**src/hdl/vifc_pkg.sv**
```systemverilog
// shared types, constants and helpers for the velocity integrator block
// no dependencies
package vifc_pkg;

  localparam int FRAC_BITS = 16;
  localparam int STEPS = 32;
  localparam int CNT_W = $clog2(STEPS);
  localparam int WIDE_W = 49;
  localparam logic [31:0] STOP_THRESH = 32'((((64'd1 << FRAC_BITS) * 2) + 5) / 10);

  typedef enum logic [2:0] {
    CMD_TICK      = 3'd0,
    CMD_ACCEL     = 3'd1,
    CMD_OVR_ACCEL = 3'd2,
    CMD_SET_SPEED = 3'd3,
    CMD_OVR_SPEED = 3'd4,
    CMD_IMMOBILE  = 3'd5
  } cmd_e;

  typedef enum logic [1:0] {
    REG_MODE  = 2'd0,
    REG_MACC  = 2'd1,
    REG_MSPD  = 2'd2
  } reg_e;

  typedef struct packed {
    logic mul_en;
    logic div_start;
  } lane_ctl_t;

  function automatic logic [31:0] abs32(input logic [31:0] v);
    return v[31] ? (~v + 32'd1) : v;
  endfunction

  function automatic logic [31:0] sat32(input logic signed [WIDE_W-1:0] v);
    logic signed [WIDE_W-1:0] hi;
    logic signed [WIDE_W-1:0] lo;
    hi = WIDE_W'(32'sh7fffffff);
    lo = -(WIDE_W'(64'sh80000000));
    if (v > hi) return 32'h7fffffff;
    if (v < lo) return 32'h80000000;
    return v[31:0];
  endfunction

endpackage

```
**src/hdl/vifc_lane.sv**
```systemverilog
// one component lane: registered 32x32 multiplier and radix-2 divider
// depends on vifc_pkg
module vifc_lane (
  input  logic                clk_i,
  input  logic                rst_ni,
  input  vifc_pkg::lane_ctl_t ctl_i,
  input  logic [31:0]         op_a_i,
  input  logic [31:0]         op_b_i,
  input  logic [31:0]         divisor_i,
  output logic [63:0]         prod_o,
  output logic [31:0]         quot_o,
  output logic                div_done_o
);
  import vifc_pkg::*;

  logic [63:0]      prod_q;
  logic [31:0]      rem_q, dvd_q;
  logic [CNT_W-1:0] cnt_q;
  logic             busy_q, done_q;
  logic [32:0]      trial;
  logic             ge;

  assign trial = {rem_q, dvd_q[31]};
  assign ge    = trial >= {1'b0, divisor_i};

  always_ff @(posedge clk_i) begin
    if (ctl_i.mul_en) begin
      prod_q <= 64'(op_a_i) * 64'(op_b_i);
    end
  end

  // quotient fits 32 bits, so the upper product half starts as remainder
  always_ff @(posedge clk_i) begin
    if (ctl_i.div_start) begin
      rem_q <= prod_q[63:32];
      dvd_q <= prod_q[31:0];
    end else if (busy_q) begin
      rem_q <= ge ? 32'(trial - {1'b0, divisor_i}) : trial[31:0];
      dvd_q <= {dvd_q[30:0], ge};
    end
  end

  always_ff @(posedge clk_i or negedge rst_ni) begin
    if (!rst_ni) begin
      busy_q <= 1'b0;
      done_q <= 1'b0;
      cnt_q  <= '0;
    end else begin
      done_q <= 1'b0;
      if (ctl_i.div_start) begin
        busy_q <= 1'b1;
        cnt_q  <= '0;
      end else if (busy_q) begin
        cnt_q <= cnt_q + 1'b1;
        if (cnt_q == CNT_W'(STEPS - 1)) begin
          busy_q <= 1'b0;
          done_q <= 1'b1;
        end
      end
    end
  end

  assign prod_o     = prod_q;
  assign quot_o     = dvd_q;
  assign div_done_o = done_q;

endmodule

```
**config.mk**
```make
export PLATFORM = sky130hd
export DESIGN_NAME = vifc_lane
export DESIGN_NICKNAME = d
export VERILOG_FILES = /design/src/hdl/vifc_pkg.sv /design/src/hdl/vifc_lane.sv
export SDC_FILE = /design/constraint.sdc
export NUM_CORES = 2
export LEC_CHECK = 0
export BUFFER_PORTS_ARGS = -buffer_cell sky130_fd_sc_hd__buf_2
export CORE_MARGIN = 2
export CORE_UTILIZATION = 59
export DETAILED_ROUTE_END_ITERATION = 8
export PLACE_DENSITY = 0.77
export SYNTH_ARGS = -nofsm -noshare
export SYNTH_HDL_FRONTEND = slang
export SYNTH_SLANG_ARGS = --single-unit
```
**constraint.sdc**
```tcl
create_clock -name clk_i -period 3.68 [get_ports clk_i]
set_input_delay 0.736 -clock clk_i [delete_from_list [all_inputs] [get_ports clk_i]]
set_output_delay 0.736 -clock clk_i [all_outputs]
set_load 0.01 [all_outputs]
```
# Word level (Yosys, flattened, before mapping)

Cells that the tools add are included.

Reduce and logical (&&, ||, !) cells: 1
Equality and inequality tests: 1
Multiplexer cells: 13
Multipliers: 1
Add/subtract/negate cells: 2
$lt $le $gt $ge: 1

Operators with widths:

| cell                                                           | count |
|---|---|
| 32-bit two-way mux                                             | 5 |
| 32-bit by 32-bit multiplier with 64-bit output                 | 1 |
| 33-bit by 32-bit >= comparator with 1-bit output               | 1 |
| 32-bit subtractor                                              | 1 |
| 5-bit two-way mux                                              | 2 |
| 1-bit two-way mux                                              | 6 |
| 5-bit by 1-bit adder with 5-bit output (second input constant) | 1 |
| 5-bit equality test (second input constant)                    | 1 |
| 2-bit nonzero test                                             | 1 |

Bits of input ports: 100
Output and inout bits: 97
Word-level logic and storage cells: 25
Register bits: 135

# Depth between registers and ports, before layout

Depth in word-level cells: 4
Depth in mapped cells: 29
Gate-level depth less buffers: 27

# Worst setup path after synthesis

Ideal clock, no wire load.

Kind: input to register
Start point: input port op_b_i[17]
End point: register prod_q[61], in the netlist prod_o[61], data pin
Setup slack: -3820 ps
Stages on the path: 25
Library setup time: 270 ps
Arrival: 7230 ps
Buffers on the path: 1
Data required time: 3410 ps
Path through: clkbuf_1 and2_1 fa_1 inv_1 fa_1 inv_1 fa_1 inv_1 fa_1 inv_1 fa_1 fa_1 fa_1 inv_1 fa_1 inv_1 ha_1 and3_1 nand2_1 or4_1 o22ai_2 o21ai_2 o2111a_1 o41ai_2 xor2_1

Longest elaborated chain between the ends: 1

Ends and longest elaborated chain:

| item                                           | RTL line        | text |
|---|---|---|
| start, declared                                | vifc_lane.sv:8  | `input logic [31:0] op_b_i,` |
| 32-bit by 32-bit multiplier with 64-bit output | vifc_lane.sv:28 | `prod_q <= 64'(op_a_i) * 64'(op_b_i);` |
| end signal, assigned                           | vifc_lane.sv:28 |  |
| end, declared                                  | vifc_lane.sv:16 | `logic [63:0] prod_q;` |

No other way between the ends.
A chain may end at the register's enable or synchronous reset.

# Final worst setup path

Start point: input port op_b_i[12]
End point: register prod_q[60], in the netlist prod_o[60], data pin

The elaborated chain is that of the path after synthesis.

==> impl_metrics.env <==
export IMPL_globalRouteOverflowTotal=0
export IMPL_design_core_area_mm2=0.0675
export IMPL_row_count=95
export IMPL_chipHeight_um=266
export IMPL_seq_area_frac_synth_pct=9.94
export IMPL_timing_critical_path_slowest_cell_delay_ns=0.59
export IMPL_synth_enable_flop_cells=128
export IMPL_run_status="complete, but fails checks"
export IMPL_cts_buffers=17
export IMPL_final_layout_size_suffix_gt1_share_pct=26.4
export IMPL_arrival_ns=7.49
export IMPL_critPathLaunchType="primary input"
export IMPL_unrepaired_setup_endpoints_after_global_routing="true"
export IMPL_drt_initial_drc_count=2788
export IMPL_post_synth_instance_area_mm2=0.0404
export IMPL_fin_setup_tns_ns=-176.48
export IMPL_worst_path_max_delay_cell="fa_2"
export IMPL_fill_cells=4368
export IMPL_grt_max_degree=65
export IMPL_cts_sink_count=135
export IMPL_detail_route_wl_per_cell_um=21.3
export IMPL_cts_max_level=4
export IMPL_ys_async_sr_fraction_pct=5.19
export IMPL_synthesis_area_per_instance_um2=9.50
export IMPL_mappedNetlistNets=5551
export IMPL_cts_path_max_buffers=2
export IMPL_violations="negative setup slack"
export IMPL_post_route_period_util_pct=199
export IMPL_vias_per_cell=5.66
export IMPL_final_net_count=6087
export IMPL_clock_skew_ns=0.0129
export IMPL_fin_hold_ws_ns=0.139
export IMPL_clock_latency_ns=0.43
export IMPL_most_frequent_standard_cell_in_the_layout_excluding_fill_and_tap_cells="inv_1"
export IMPL_cts_tree="done"
export IMPL_synth_ff_type="edfxtp_1"
export IMPL_detail_route_antenna_nets=0
export IMPL_timing_max_slew_rel_slack_pct=40.5
export IMPL_cts_root_buffer_cell="clkbuf_16"
export IMPL_grt_first_pass_wirelength_um=189000
export IMPL_ys_seq_elements=135
export IMPL_fp_dieArea_mm2=0.0707
export IMPL_synthCells=4257
export IMPL_yosysWarningCount=0
export IMPL_start_util_pct=59.9
export IMPL_yosysUniqueCellTypes=73
export IMPL_detailroute_via_count=32164
export IMPL_pin_count=197
export IMPL_layout_cells_most_common_list="inv_1 (862), fa_1 (822), and2_1 (522), nand2_1 (514), buf_4 (437)"
export IMPL_critical_path_required_ns=3.86
export IMPL_criticalPathCategory="primary input to register"
export IMPL_crit_fanout=6
export IMPL_groute_usage_overall_pct=34.5
export IMPL_portBuffers=196
export IMPL_drtPass1Iterations=7
export IMPL_min_cycle_time_layout_ns=7.31
export IMPL_crit_buf_inv=8
export IMPL_finalSetupViolations=59
export IMPL_gp_routability_congestion=0.969
export IMPL_routed_wirelength_um=121000
export IMPL_final_hold_viol_count=0
export IMPL_flow_area_growth_from_synthesis_pct=23.3
export IMPL_first_global_vias=35169
export IMPL_antenna_violations_before_repair=2
export IMPL_post_route_drc_count=0
export IMPL_max_freq_ghz=0.137
export IMPL_dieWidth_um=266
export IMPL_worst_pin_slew_ns=0.893
export IMPL_drv_cap=0
export IMPL_finalMaxSlewViolations=0
export IMPL_cp_end_kind="register"
export IMPL_worst_setup_hold_path_clk_slew_ns=0.07
export IMPL_holdCritPathClass="primary input to asynchronous set/reset pin"
export IMPL_post_route_worst_setup_slack_ns=-3.63
export IMPL_place_detailed_hpwl_um=95200
export IMPL_critical_path_top_delay_family="adder cells"
-- final timing paths --
path	slack, ns	endpoint	from	depth (start not counted)
setup / recovery	-3.63	prod_o[60]	op_b_i[12]	27
min in group clk_i	0.54	cnt_q[3]	cnt_q[3]	2
hold reg to reg	0.54	cnt_q[3]	cnt_q[3]	2
max in group asynchronous	3.36	cnt_q[2]	rst_ni	1
hold / removal	0.14	cnt_q[0]	rst_ni	1
setup reg to reg	0.32	rem_q[2]	rem_q[25]	11
-- cell type report --
class | count | area [um2] | share of cell area [%]
antenna | 1 | 2.50 | 0.00502
clock buffer | 19 | 433 | 0.868
clock inverter | 13 | 203 | 0.407
inverter | 913 | 3430 | 6.87
multi-input combinational | 2975 | 34300 | 68.7
sequential | 135 | 4020 | 8.06
tap | 873 | 1090 | 2.19
timing repair buffer | 751 | 6420 | 12.9
-- metal layers --
metal	share of wire [%]	routed length, um	track usage [%]	up-vias
met5	0.012	14	0	-
met4	5.1	6210	15.4	2
met1	38	46500	45.2	16143
met2	46	56200	55.3	1769
li1	-	-	-	13829
met3	10	12100	7.56	421
-- through the flow --
stage | utilization, % | std cells | cell area (um2) | worst slack [ns]
floorplan | - | 4257 | 41300 | -3.76
global placement | 68.0 | 5559 | 45900 | -4.15
detailed placement | 68.0 | 5559 | 45900 | -4.28
CTS | 72.7 | 5667 | 49000 | -3.52
global route | 73.8 | 5679 | 49900 | -3.79
finish | 73.9 | 5680 | 49900 | -3.63
-- logic make-up (layout without fill, tap and decap cells) --
logic type      after synthesis  in the layout  share of synthesized area [%]
compound gates              324            324                           5.23
xor+xnor                     93             93                           2.01
fa+ha+maj                  1194           1194                           53.6
buf+inv                    1147           1696                           10.7
flops                       135            135                           9.94
mux                          80             80                           2.34
other cells                   0              1                              0
simple gates               1284           1284                           16.2
-- cell usage after synthesis (all sizes together), types with 21 or more instances --
| cell | instances | area (um2) |
|---|---|---|
| edfxtp | 128 | 3840 |
| clkbuf | 222 | 833 |
| nand4 | 25 | 156 |
| a21o | 40 | 300 |
| fa | 897 | 18000 |
| nor2 | 63 | 239 |
| nand2 | 534 | 2010 |
| xnor2 | 58 | 508 |
| o21ai | 70 | 354 |
| and2 | 581 | 3630 |
| mux2 | 68 | 826 |
| ha | 297 | 3720 |
| o21bai | 21 | 158 |
| xor2 | 35 | 307 |
| inv | 913 | 3430 |
| a21oi | 104 | 524 |
-- worst register-to-register path: stages, from the launching register on --
cell and delay [ns]:
edfxtp_1 0.42, ha_1 0.32, nand4_1 0.22, nor4_1 0.34, nand4_1 0.21, o21ai_0 0.25
a21oi_1 0.10, o21ai_0 0.25, a21o_1 0.18, buf_12 0.21, mux2_2 0.36, mux2_2 0.26
-- timing repair --
item / 4_1_cts / 5_1_grt
hold buffers: 0 / 0
pin swaps: 250 / 140
setup buffers: 77 / 30
setup endpoints to repair: 60 / 59
gates cloned: 7 / 1
gates resized for setup: 455 / 180
-- flip-flops by register name, indices dropped and copies added, names as in the netlist --
signal,count
busy_q,1
div_done_o,1
quot_o,32
rem_q,32
prod_o,64
cnt_q,5
Power is left out: the tool's default activity adds up to more than one toggle a clock period on the data nets, which glitch-free logic cannot reach.
