===== config.mk =====
export PLATFORM = sky130hd
export DESIGN_NAME = vifc_norm
export DESIGN_NICKNAME = d
export VERILOG_FILES = /design/src/hdl/vifc_pkg.sv /design/src/hdl/vifc_norm.sv
export SDC_FILE = /design/constraint.sdc
export NUM_CORES = 1
export LEC_CHECK = 0
export ABC_AREA = 1
export BUFFER_PORTS_ARGS = -buffer_cell sky130_fd_sc_hd__buf_2
export CAP_MARGIN = 20
export CORE_AREA = 2 2 242 244
export CTS_CLUSTER_DIAMETER = 50
export DETAILED_ROUTE_END_ITERATION = 10
export DIE_AREA = 0 0 244 246
export SYNTH_ARGS = -nofsm -noshare
export SYNTH_HDL_FRONTEND = slang
export SYNTH_SLANG_ARGS = --single-unit

===== constraint.sdc =====
create_clock -name clk_i -period 15.22 [get_ports clk_i]
set_clock_uncertainty 0.1 [all_clocks]
set_input_delay 3.044 -clock clk_i [delete_from_list [all_inputs] [get_ports clk_i]]
set_output_delay 3.044 -clock clk_i [all_outputs]
set_load 0.05 [all_outputs]

===== src/hdl/vifc_pkg.sv =====
// shared types, constants and helpers for the velocity integrator block
// no dependencies
package vifc_pkg;

  localparam int FRAC_BITS = 16;
  localparam int STEPS = 32;
  localparam int CNT_W = $clog2(STEPS);
  localparam int WIDE_W = 49;
  localparam logic [31:0] STOP_THRESH = 32'((((64'd1 << FRAC_BITS) * 2) + 5) / 10);

  typedef enum logic [2:0] {
    CMD_TICK      = 3'd0,
    CMD_ACCEL     = 3'd1,
    CMD_OVR_ACCEL = 3'd2,
    CMD_SET_SPEED = 3'd3,
    CMD_OVR_SPEED = 3'd4,
    CMD_IMMOBILE  = 3'd5
  } cmd_e;

  typedef enum logic [1:0] {
    REG_MODE  = 2'd0,
    REG_MACC  = 2'd1,
    REG_MSPD  = 2'd2
  } reg_e;

  typedef struct packed {
    logic mul_en;
    logic div_start;
  } lane_ctl_t;

  function automatic logic [31:0] abs32(input logic [31:0] v);
    return v[31] ? (~v + 32'd1) : v;
  endfunction

  function automatic logic [31:0] sat32(input logic signed [WIDE_W-1:0] v);
    logic signed [WIDE_W-1:0] hi;
    logic signed [WIDE_W-1:0] lo;
    hi = WIDE_W'(32'sh7fffffff);
    lo = -(WIDE_W'(64'sh80000000));
    if (v > hi) return 32'h7fffffff;
    if (v < lo) return 32'h80000000;
    return v[31:0];
  endfunction

endpackage


===== src/hdl/vifc_norm.sv =====
// merging stage: sums the lane squares and takes an iterative square root
// depends on vifc_pkg
module vifc_norm (
  input  logic        clk_i,
  input  logic        rst_ni,
  input  logic        start_i,
  input  logic [63:0] sq0_i,
  input  logic [63:0] sq1_i,
  input  logic [63:0] sq2_i,
  output logic [31:0] root_o,
  output logic        done_o
);
  import vifc_pkg::*;

  logic [63:0]      acc_q, r_q, bit_q;
  logic [63:0]      t;
  logic [CNT_W-1:0] cnt_q;
  logic             busy_q, done_q;

  assign t = r_q + bit_q;

  always_ff @(posedge clk_i) begin
    if (start_i) begin
      acc_q <= sq0_i + sq1_i + sq2_i;
      r_q   <= '0;
      bit_q <= 64'd1 << 62;
    end else if (busy_q) begin
      if (acc_q >= t) begin
        acc_q <= acc_q - t;
        r_q   <= (r_q >> 1) + bit_q;
      end else begin
        r_q <= r_q >> 1;
      end
      bit_q <= bit_q >> 2;
    end
  end

  always_ff @(posedge clk_i or negedge rst_ni) begin
    if (!rst_ni) begin
      busy_q <= 1'b0;
      done_q <= 1'b0;
      cnt_q  <= '0;
    end else begin
      done_q <= 1'b0;
      if (start_i) begin
        busy_q <= 1'b1;
        cnt_q  <= '0;
      end else if (busy_q) begin
        cnt_q <= cnt_q + 1'b1;
        if (cnt_q == CNT_W'(STEPS - 1)) begin
          busy_q <= 1'b0;
          done_q <= 1'b1;
        end
      end
    end
  end

  assign root_o = r_q[31:0];
  assign done_o = done_q;

endmodule


==> Word level (Yosys, flattened, before mapping) <==
Index checks and enable logic that the tools add are counted.
{ "op_classes": {"n_addsub": 6, "n_mul": 0, "div_mod_pow": 0, "n_lt_le_gt_ge": 1, "n_eq_ne": 1, "n_shift": 0, "muxes": 12, "bitwise": 0, "n_reduce_logical": 3} }
{ "op_table": {"columns": ["op", "n"], "rows": [
  ["64-bit two-way mux", 4],
  ["64-bit adder", 2],
  ["63-bit by 63-bit adder with 64-bit output", 1],
  ["64-bit by 63-bit adder with 64-bit output", 1],
  ["64-bit >= comparator", 1],
  ["64-bit subtractor", 1],
  ["5-bit two-way mux", 2],
  ["1-bit two-way mux", 6],
  ["5-bit by 1-bit adder with 5-bit output (second input constant)", 1],
  ["5-bit == test (second input constant)", 1],
  ["2-bit nonzero test", 2],
  ["2-bit AND reduction", 1]
]} }
{ "word_totals": {"regBits": 167, "latchBits": 0, "ramBits": 0, "romBits": 0, "input_bits": 195, "output_inout_bits": 33, "word_cells": 29, "memories": 0} }

==> Logic depth before layout (Yosys ltp) <==
Gate-level depths: netlist of run 1.
{ "logic_depth": {"word_depth": 5, "mapped_depth": 32, "depth_no_buf": 30} }

==> Worst setup path after synthesis of run 1 <==
Ideal clock, no wire load.
{ "synth_path": {"path_kind": "input to register", "start": "in start_i", "end": "reg acc_q[0] (enable)", "arrival_time_ps": 6659, "path_slack_ps": 7936, "cell_stages": 3, "cell_sequence": "clkinv_1 -> clkbuf_1 -> a31oi_1"} }
{ "synth_between": {"elab_chain_len": 2, "word_cells_on_any_way": 3, "classes_between": "reduce/logical (3)"} }
{ "synth_rtl": {"columns": ["item", "line", "rtl"], "rows": [
  ["start, declared", "vifc_norm.sv:6", "input logic start_i,"],
  ["2-bit nonzero test (no line)", null, null],
  ["2-bit AND reduction (no line) *", null, null],
  ["end signal, assigned", "vifc_norm.sv:24", "acc_q <= sq0_i + sq1_i + sq2_i;"],
  ["end signal, assigned", "vifc_norm.sv:29", "acc_q <= acc_q - t;"],
  ["end, declared", "vifc_norm.sv:15", "logic [63:0] acc_q, r_q, bit_q;"]
]} }
Every way passes the cells marked *; elsewhere a longest branch is shown, timed or not.
A chain may end at the register's enable or synchronous reset.

==> Final worst setup path of run 1 <==
{ "layout_path": {"start": "reg r_q[10]", "end": "reg r_q[48]"} }
{ "layout_between": {"elab_chain_len": 3, "word_cells_on_any_way": 4, "classes_between": "add/sub (2); order compare (1); mux (1)"} }
{ "layout_rtl": {"columns": ["item", "line", "rtl"], "rows": [
  ["start, declared", "vifc_norm.sv:15", null],
  ["start signal, assigned", "vifc_norm.sv:30", "r_q <= (r_q >> 1) + bit_q;"],
  ["start signal, assigned", "vifc_norm.sv:32", "r_q <= r_q >> 1;"],
  ["64-bit by 63-bit adder with 64-bit output", "vifc_norm.sv:20", "assign t = r_q + bit_q;"],
  ["64-bit >= comparator", "vifc_norm.sv:28", "if (acc_q >= t) begin"],
  ["64-bit two-way mux *", "vifc_norm.sv:28", null]
]} }
Marked as above.

==> impl_results.md, run 1 <==
* PD cells at 151 nW/um^2
* Total track usage at 33.9%
* Total Wirelength at 103,000 um
* Seq pwr share at 19.6%
* DP Area at 27,200 um^2
* Worst skew pair latency at 0.48 ns
* Vias/cell at 5.36
* Clk sink count at 167
* CP max stage delay at 0.87 ns
* Core ar. at 57,400 um^2
* CTS root buf: clkbuf_16
* Layout area overhead at 8.75%
* LEAKAGE at 12.9 nW
* Post-synth cell types at 46
* Chip width at 244 um
* Int Power at 1.77 mW
* Critical Path Most Common Cell: nand2_1
* Period utilization at 39.3%
* Synth Warn # at 0
* TritonCTS clock tree: done
* CTS max path bufs at 2
* Synth area leaders: nand2_1 20%, inv_1 10%, ha_1 9.5%
* Die height at 246 um
* Setup violations, final at 0
* Nets at 5,069
* Diode count at 0
* Die area at 60,000 um^2
* Initial antenna violation count at 0
* Mapped Cells at 4,448
* Final HPWL DP at 87,600 um
* Sw Pwr at 2.41 mW
* CP Class: reg2reg
* Post-synth ARST share at 4.19%
* Max-cap check violation count at 0
* Worst-margin pin slew at 1.04 ns
* Final hold violations at 0
* Dominant synthesized flop cell: dfxtp_1
* Clock group share of total power at 10.9%
* Initial Util at 44.5%
* H-tree Lvls at 4
* Startpoint types: flop
* Post-Syn Area at 25,500 um^2
* Min cycle time layout at 5.98 ns
* Setup TNS at 0 ns
* Status: finished, final reports clean
* Vias in the first global route at 28,500
* Post-cts sizing count at 0
* I/O pin total at 228
* Sw Ratio at 57.7%
* Hold Buf Count CTS at 0
* Post-route DRC at 0
* Fillers at 6,536
* Layout cells sized above 1 at 6.72%
* Routed vias at 28,900
* Max-slew headroom at the worst pin at 30.7%
* Syn_area_per_cell at 5.74 um^2
* Syn Nets at 4,902
* RSZ-0062 raised after global routing: no
* Slowest CP cell: nand2_4
* Crit path DAT at 6.26 ns
* First-pass GRT wire length at 155,000 um
* DR pass1 iterations at 6
* Top-area cell type share of the netlist area at 19.7%
* Postcts setup bufs at 0
* Antenna Violating Nets Remaining at 0
* #FFs+latches synth at 167
* Clk slew on worst S/H paths at 0.08 ns
* Peak VDD IR at 0.114 mV
* Leading cell type in the layout, fill and taps excluded: nand2_1
* CP Cell Sequence: ha_1 -> nand2_1 -> o21ai_1 -> nor2_1 -> nand2_1 -> o21ai_0 -> o21ai_1 -> nand2_1 -> nand2_1 -> xor2_1 -> ha_1 -> nand2_1 -> nor2_1 -> nand2_1 -> nor2_2 -> nand4_1 -> nand3_2 -> nand2_4 -> nand2_4 -> nand3_1 -> nand3_1 -> nand2_1
* RePlAce Congestion at 1.04
* Num CTS Buffers at 17
* CP required at 15.50 ns
* Design area at 27,800 um^2
* Iter 0 DRT Violations at 1,819
* Cell type with the largest total area after synthesis: nand2_1
* Post-DR wirelength/cell at 19.1 um
* CP max FO at 93
* Sequential-to-total area share from yosys stat at 15.7%
* CP endpoint kind: flop
* Cell Rows at 88
* Achievable Freq at 167 MHz
* Gate power share at 69.4%
* Worst hold path type: reg2reg
* Post-synth EDFFs at 64
* Largest net degree at the start of global routing at 94
* Total gr overflow at 0
* IO buf count at 227
* Most frequent cells in the layout: 1,343 x nand2_1, 688 x inv_1, 536 x nor2_1
* Slew Limit Fails at 0
==> synth_stat cells (40+ instances only) <==
cell and instances:
nand2_1 1343, nand3_1 395, ha_1 194, inv_1 688
a21oi_1 299, edfxtp_1 64, nor3_1 54, xnor2_1 40
fa_1 65, xor2_1 50, nor2_1 538, dfxtp_1 96
o21ai_0 278
==> path summary, 6_finish.rpt <==
| path | start | to | slack [ns] | cells past startpoint |
|---|---|---|---|---|
| max in group asynchronous | rst_ni | cnt_q[3] | 12.58 | 1 |
| min in group asynchronous | rst_ni | cnt_q[1] | 2.28 | 1 |
| worst min-delay path | r_q[0] | r_q[0] | 0.40 | 2 |
| worst max-delay path | r_q[10] | r_q[48] | 9.24 | 22 |
| worst min register to register | r_q[0] | r_q[0] | 0.40 | 2 |
| worst max register to register | r_q[10] | r_q[48] | 9.24 | 22 |
==> layer usage <==
metal  GRT usage (%)  wire length, um
met1            38.8            41700
met2            61.0            50100
met3            2.57             4300
met4            21.5             6990
met5               0                0
==> state kept, by name, summed over array words and instances, names as in the netlist <==
| register | count |
|---|---|
| acc_q | 64 |
| r_q | 64 |
| done_o | 1 |
| cnt_q | 5 |
| bit_q | 32 |
| busy_q | 1 |
==> stage by stage <==
step	power, mW	setup slack, ns	hold slack, ns	instances	utilization, %
2_1_floorplan	2.83	7.94	0.357	4448	-
3_3_place_gp	3.68	8.91	0.387	5361	47.4
3_5_place_dp	3.67	8.87	0.382	5361	47.4
4_1_cts	4.14	9.27	0.398	5393	48.4
5_1_grt	4.55	8.78	0.442	5393	48.4
6_report	4.18	9.24	0.395	5393	48.4
==> power by group through the flow <==
stage                     clock, mW  combinational (mW)  sequential (mW)
after floorplan                   0                2.08            0.749
after global placement            0                2.85            0.825
after detailed placement          0                2.85            0.823
after CTS                     0.464                2.86            0.814
after global routing          0.480                3.23            0.834
final                         0.457                2.91            0.822
==> logic make-up (layout without fill, tap and decap cells) <==
logic type | count (synthesis) | in the layout | share of synthesized area (%)
XOR/XNOR | 90 | 90 | 3.09
AND/OR/NAND/NOR | 2433 | 2433 | 39.3
AO/OA/AOI/OAI | 712 | 712 | 14.9
adder cells (fa/ha/maj) | 259 | 259 | 14.6
buffers and inverters | 787 | 967 | 12.4
flip-flops | 167 | 167 | 15.7
==> area by class of cell <==
type,count,area (um^2),area share [%]
clock inverter,15,153,0.550
multi-input combinational,3494,18400,66.2
timing repair buffer,234,1190,4.28
sequential,167,4020,14.5
tap,765,957,3.45
inverter,701,2630,9.48
clock buffer,17,425,1.53
==> worst max-delay path: cells and delay by family (launching register included) <==
| family | cells | cell delay (ns) |
|---|---|---|
| AND/OR/NAND/NOR | 16 | 3.42 |
| AO/OA/AOI/OAI | 3 | 0.80 |
| adder cells (fa/ha/maj) | 2 | 0.69 |
| flip-flops | 1 | 0.44 |
| XOR/XNOR | 1 | 0.35 |
Power figures use the tool's default switching activity.
==> inputs of run 2 (changes only) <==
- clock period: 15.22 -> 5.2 ns (I/O delays scaled with it)
==> run 2 against run 1 <==
Global-route usage is 0.51 points higher. Clock power rose to 3.0 times the previous value. Maximum frequency increased by 22%. Highest routed layer unchanged. First-iteration DRC count increased by 13%. Flip-flop and latch count stayed put. Critical path type unchanged. Largest power group unchanged.
==> impl_results.md, run 2 (same netlist as run 1, synthesis figures left out) <==
* Total gr overflow at 0
* TritonCTS clock tree: done
* Max-slew headroom at the worst pin at 39.7%
* RSZ-0062 raised after global routing: no
* Hold Buf Count CTS at 0
* Diode count at 0
* CTS root buf: clkbuf_16
* Total power after layout at 12.5 mW
* CTS max path bufs at 2
* Layout cells sized above 1 at 8.09%
* Vias/cell at 5.37
* Initial Util at 44.5%
* CP required at 5.28 ns
* Total Wirelength at 104,000 um
* Final hold violations at 0
* Num CTS Buffers at 17
* Initial antenna violation count at 0
* Crit path DAT at 4.98 ns
* First-pass GRT wire length at 157,000 um
* Min cycle time layout at 4.90 ns
* Worst reg2reg path depth at 22
* Max-cap check violation count at 0
* Routed vias at 29,300
* Clk slew on worst S/H paths at 0.08 ns
* Chip width at 244 um
* Achievable Freq at 204 MHz
* Peak VDD IR at 0.266 mV
* Period utilization at 94.2%
* Leading cell type in the layout, fill and taps excluded: nand2_1
* IO buf count at 227
* Layout area overhead at 11.2%
* Status: finished, final reports clean
* Core ar. at 57,400 um^2
* Die area at 60,000 um^2
* Die height at 246 um
* Vias in the first global route at 28,600
* Nets at 5,136
* Biggest registers after layout: acc_q: 64 flops, r_q: 64 flops, bit_q: 32 flops
* Antenna Violating Nets Remaining at 0
* Most frequent cells in the layout: 1,343 x nand2_1, 688 x inv_1, 535 x nor2_1
* Setup TNS at 0 ns
* Fillers at 6,377
* RePlAce Congestion at 1.03
* Slew Limit Fails at 0
* Setup violations, final at 0
* Clk sink count at 167
* H-tree Lvls at 4
* LEAKAGE at 13.3 nW
* Post-route DRC at 0
* Core Util, Final at 49.5%
* Post-DR wirelength/cell at 19.1 um
* PD cells at 439 nW/um^2
* Post-cts sizing count at 0
* Total track usage at 34.4%
* Largest net degree at the start of global routing at 76
* Worst hold path type: in2async
* CP endpoint kind: flop
* CP max FO at 26
* Register area at 4020 um^2
* Final HPWL DP at 88,900 um
* Startpoint types: flop
* Area of the multi-input gates at 18,400 um^2
* Iter 0 DRT Violations at 2,053
* Worst skew pair latency at 0.48 ns
* Postcts setup bufs at 0
* Cell Rows at 88
* I/O pin total at 228
* DR pass1 iterations at 5
* Worst-margin pin slew at 0.905 ns
* CP Class: reg2reg
-- run 2: cell types whose count changed in the layout (fill, tap and decap cells not counted), sizes merged --
| cell | before | now |
|---|---|---|
| buf | 234 | 301 |
| bufinv | 0 | 1 |
| clkbuf | 17 | 18 |
| clkinv | 6 | 5 |
| clkinvlp | 0 | 1 |
| inv | 710 | 708 |
-- run 2: worst paths after layout --
check / start / endpoint / slack, ns
min in group clk_i: bit_q[0] / bit_q[0] / 0.42
worst max-delay path: r_q[12] / acc_q[58] / 0.30
max in group asynchronous: rst_ni / cnt_q[2] / 4.56
worst min-delay path: rst_ni / done_o / 0.28
worst min register to register: bit_q[0] / bit_q[0] / 0.42
worst max register to register: r_q[12] / acc_q[58] / 0.30
-- run 2: cell type report --
cell class	instances	share of cell area, %
inverter	701	9.27
multi-input combinational	3494	64.8
clock inverter	14	0.560
tap	765	3.37
clock buffer	18	1.55
sequential	167	14.2
timing repair buffer	301	6.30
-- run 2: metrics by stage --
| stage | hold WS (ns) | setup WS [ns] | std cells | area [um^2] |
|---|---|---|---|---|
| after floorplan | 0.357 | 0.376 | 4448 | 25500 |
| after global placement | 0.380 | 0.353 | 5427 | 27700 |
| after detailed placement | 0.407 | 0.330 | 5427 | 27700 |
| after CTS | 0.265 | 0.298 | 5459 | 28300 |
| after global routing | 0.281 | 0.0533 | 5460 | 28400 |
| final | 0.281 | 0.300 | 5460 | 28400 |
-- run 2: where the power goes --
group	switching, mW	internal (mW)
registers	0.334	1.92
logic	5.97	2.87
clock network	0.680	0.696
-- run 2: per-layer routing --
metal  part of all wire [%]  vias up  global-route usage (%)
met5                      0        -                       0
met4                    6.8        0                    22.4
met3                    4.8      264                    2.43
met2                     48     1046                    60.5
met1                     41    13200                    40.4
li1                       -    14800                       -
-- run 2: worst max-delay path, cell delays in order, from the launching register on --
cell and delay, ns:
dfxtp_1 0.41, ha_1 0.42, nand2_1 0.11, o21ai_0 0.32
a21oi_1 0.12, o21ai_1 0.18, a21o_1 0.22, nand2_1 0.07
nand2_1 0.22, nand3_1 0.19, nand3_1 0.11, nand2_1 0.09
ha_1 0.41, nand2_1 0.16, nor3_2 0.17, nand2_1 0.22
inv_1 0.10, nand2_1 0.05, nand2_1 0.10, a21oi_4 0.05
buf_12 0.14, a31oi_4 0.35, buf_12 0.25
==> inputs of run 3 (changes only) <==
- clock period: 5.2 -> 5.5 ns (I/O delays scaled with it)
==> run 3 against run 2 <==
Die area is the same. Clock-buffer cell count up 5. Clock power fell by 9%. Maximum frequency is 3.0% lower. Global-route usage about the same. Register-to-register slack improved by 0.15 ns. Sequential power fell by 3%. Power decreased by 6.8%. Largest cell class unchanged. Via count shrank 0.12%. Core utilization is 0.71 points lower.
==> impl_results.md, run 3 (same netlist as run 1, synthesis figures left out) <==
* Status: finished, final reports clean
* CP required at 5.56 ns
* RePlAce Congestion at 1.01
* Startpoint types: flop
* Nets at 5,091
* Num CTS Buffers at 17
* IO buf count at 227
* DR pass1 iterations at 6
* Postcts setup bufs at 0
* Achievable Freq at 198 MHz
* Setup TNS at 0 ns
* Final hold violations at 0
* CP Class: reg2reg
* Hold Buf Count CTS at 0
* Max-cap check violation count at 0
* Worst skew pair latency at 0.50 ns
* Routed vias at 29,300
* CTS max path bufs at 2
* Post-cts sizing count at 0
* Largest net degree at the start of global routing at 65
* Total power after layout at 11.6 mW
* PD cells at 415 nW/um^2
* Initial antenna violation count at 0
* First-pass GRT wire length at 158,000 um
* TritonCTS clock tree: done
* Total gr overflow at 0
* Post-DR wirelength/cell at 19.1 um
* Layout Cells excl Fill at 5,415
* Placed cell count at 5,383
* Total track usage at 34.4%
* Layout cells sized above 1 at 7.08%
* Worst hold path type: in2async
* Chip width at 244 um
* Die height at 246 um
* Initial Util at 44.5%
* LEAKAGE at 13.0 nW
* Core ar. at 57,400 um^2
* Iter 0 DRT Violations at 2,058
* Layout area overhead at 9.59%
* Leading cell type in the layout, fill and taps excluded: nand2_1
* Slew Limit Fails at 0
* H-tree Lvls at 4
* Vias/cell at 5.40
* Crit path DAT at 5.11 ns
* Period utilization at 91.9%
* Final HPWL DP at 87,900 um
* Clk sink count at 167
* Max-slew headroom at the worst pin at 41.6%
* Antenna Violating Nets Remaining at 0
* Biggest registers after layout: acc_q: 64 flops, r_q: 64 flops, bit_q: 32 flops
* Most frequent cells in the layout: 1,343 x nand2_1, 688 x inv_1, 536 x nor2_1
* Diode count at 0
* Peak VDD IR at 0.344 mV
* Post-route DRC at 0
* Setup violations, final at 0
* CP max FO at 47
* Worst-margin pin slew at 0.876 ns
* CTS root buf: clkbuf_16
* CP endpoint kind: flop
* Die area at 60,000 um^2
* Total Wirelength at 104,000 um
* Min cycle time layout at 5.05 ns
* Vias in the first global route at 28,700
* Clk slew on worst S/H paths at 0.07 ns
* RSZ-0062 raised after global routing: no
* I/O pin total at 228
* Cell Rows at 88
-- run 3: final timing paths --
check                               start   endpoint  slack (ns)  depth (start not counted)
worst max-delay path              r_q[12]  acc_q[59]        0.45                         19
worst min-delay path               rst_ni     done_o        0.33                          1
worst max register to register    r_q[12]  acc_q[59]        0.45                         19
worst min register to register  bit_q[10]   bit_q[8]        0.42                          2
min in group clk_i              bit_q[10]   bit_q[8]        0.42                          2
max in group asynchronous          rst_ni   cnt_q[1]        4.82                          1
-- run 3: per-stage QoR --
stage | area (um^2) | setup slack (ns) | hold WS [ns] | utilization (%)
after global routing | 28000 | 0.0793 | 0.348 | 48.8
after detailed placement | 27400 | 0.552 | 0.411 | 47.8
after global placement | 27400 | 0.470 | 0.402 | 47.7
after CTS | 28000 | 0.504 | 0.329 | 48.8
final | 28000 | 0.447 | 0.328 | 48.8
after floorplan | 25500 | 0.676 | 0.357 | -
-- run 3: metal layers --
layer | share of wire, % | up-vias | track usage (%)
met5 | 0 | - | 0
met4 | 6.9 | 0 | 21.5
met3 | 4.5 | 274 | 2.65
met2 | 48 | 994 | 60.3
met1 | 41 | 13300 | 40.7
li1 | - | 14700 | -
-- run 3: final cells by class --
type,instances,area (um^2)
clock buffers,23,468
clock inverters,9,90.1
fillers,6393,29400
inverters,701,2630
multi-input cells,3494,18400
flip-flops and latches,167,4020
well taps,765,957
repair buffers,256,1420
-- run 3: worst max-delay path: stages, from the launching register on --
cell and delay, ns:
dfxtp_1 0.42, ha_1 0.41, nand2_1 0.11, nor2_1 0.24, nand2_1 0.15, o21ai_0 0.37, a21o_1 0.24, nand2_1 0.07
nand2_1 0.23, nand3_1 0.18, nand3_1 0.10, nand2_1 0.09, ha_1 0.41, nand2_1 0.16, nor3_2 0.21, nand2_1 0.22
nor2_1 0.23, a21oi_4 0.14, a31oi_4 0.24, buf_12 0.29
-- run 3: report_power, final --
part	leakage (nW)	switching, mW	total (mW)	internal (mW)
combinational	11.2	5.59	8.16	2.57
clock	0.273	0.600	1.25	0.651
sequential	1.54	0.384	2.20	1.82
total	13.0	6.58	11.6	5.04
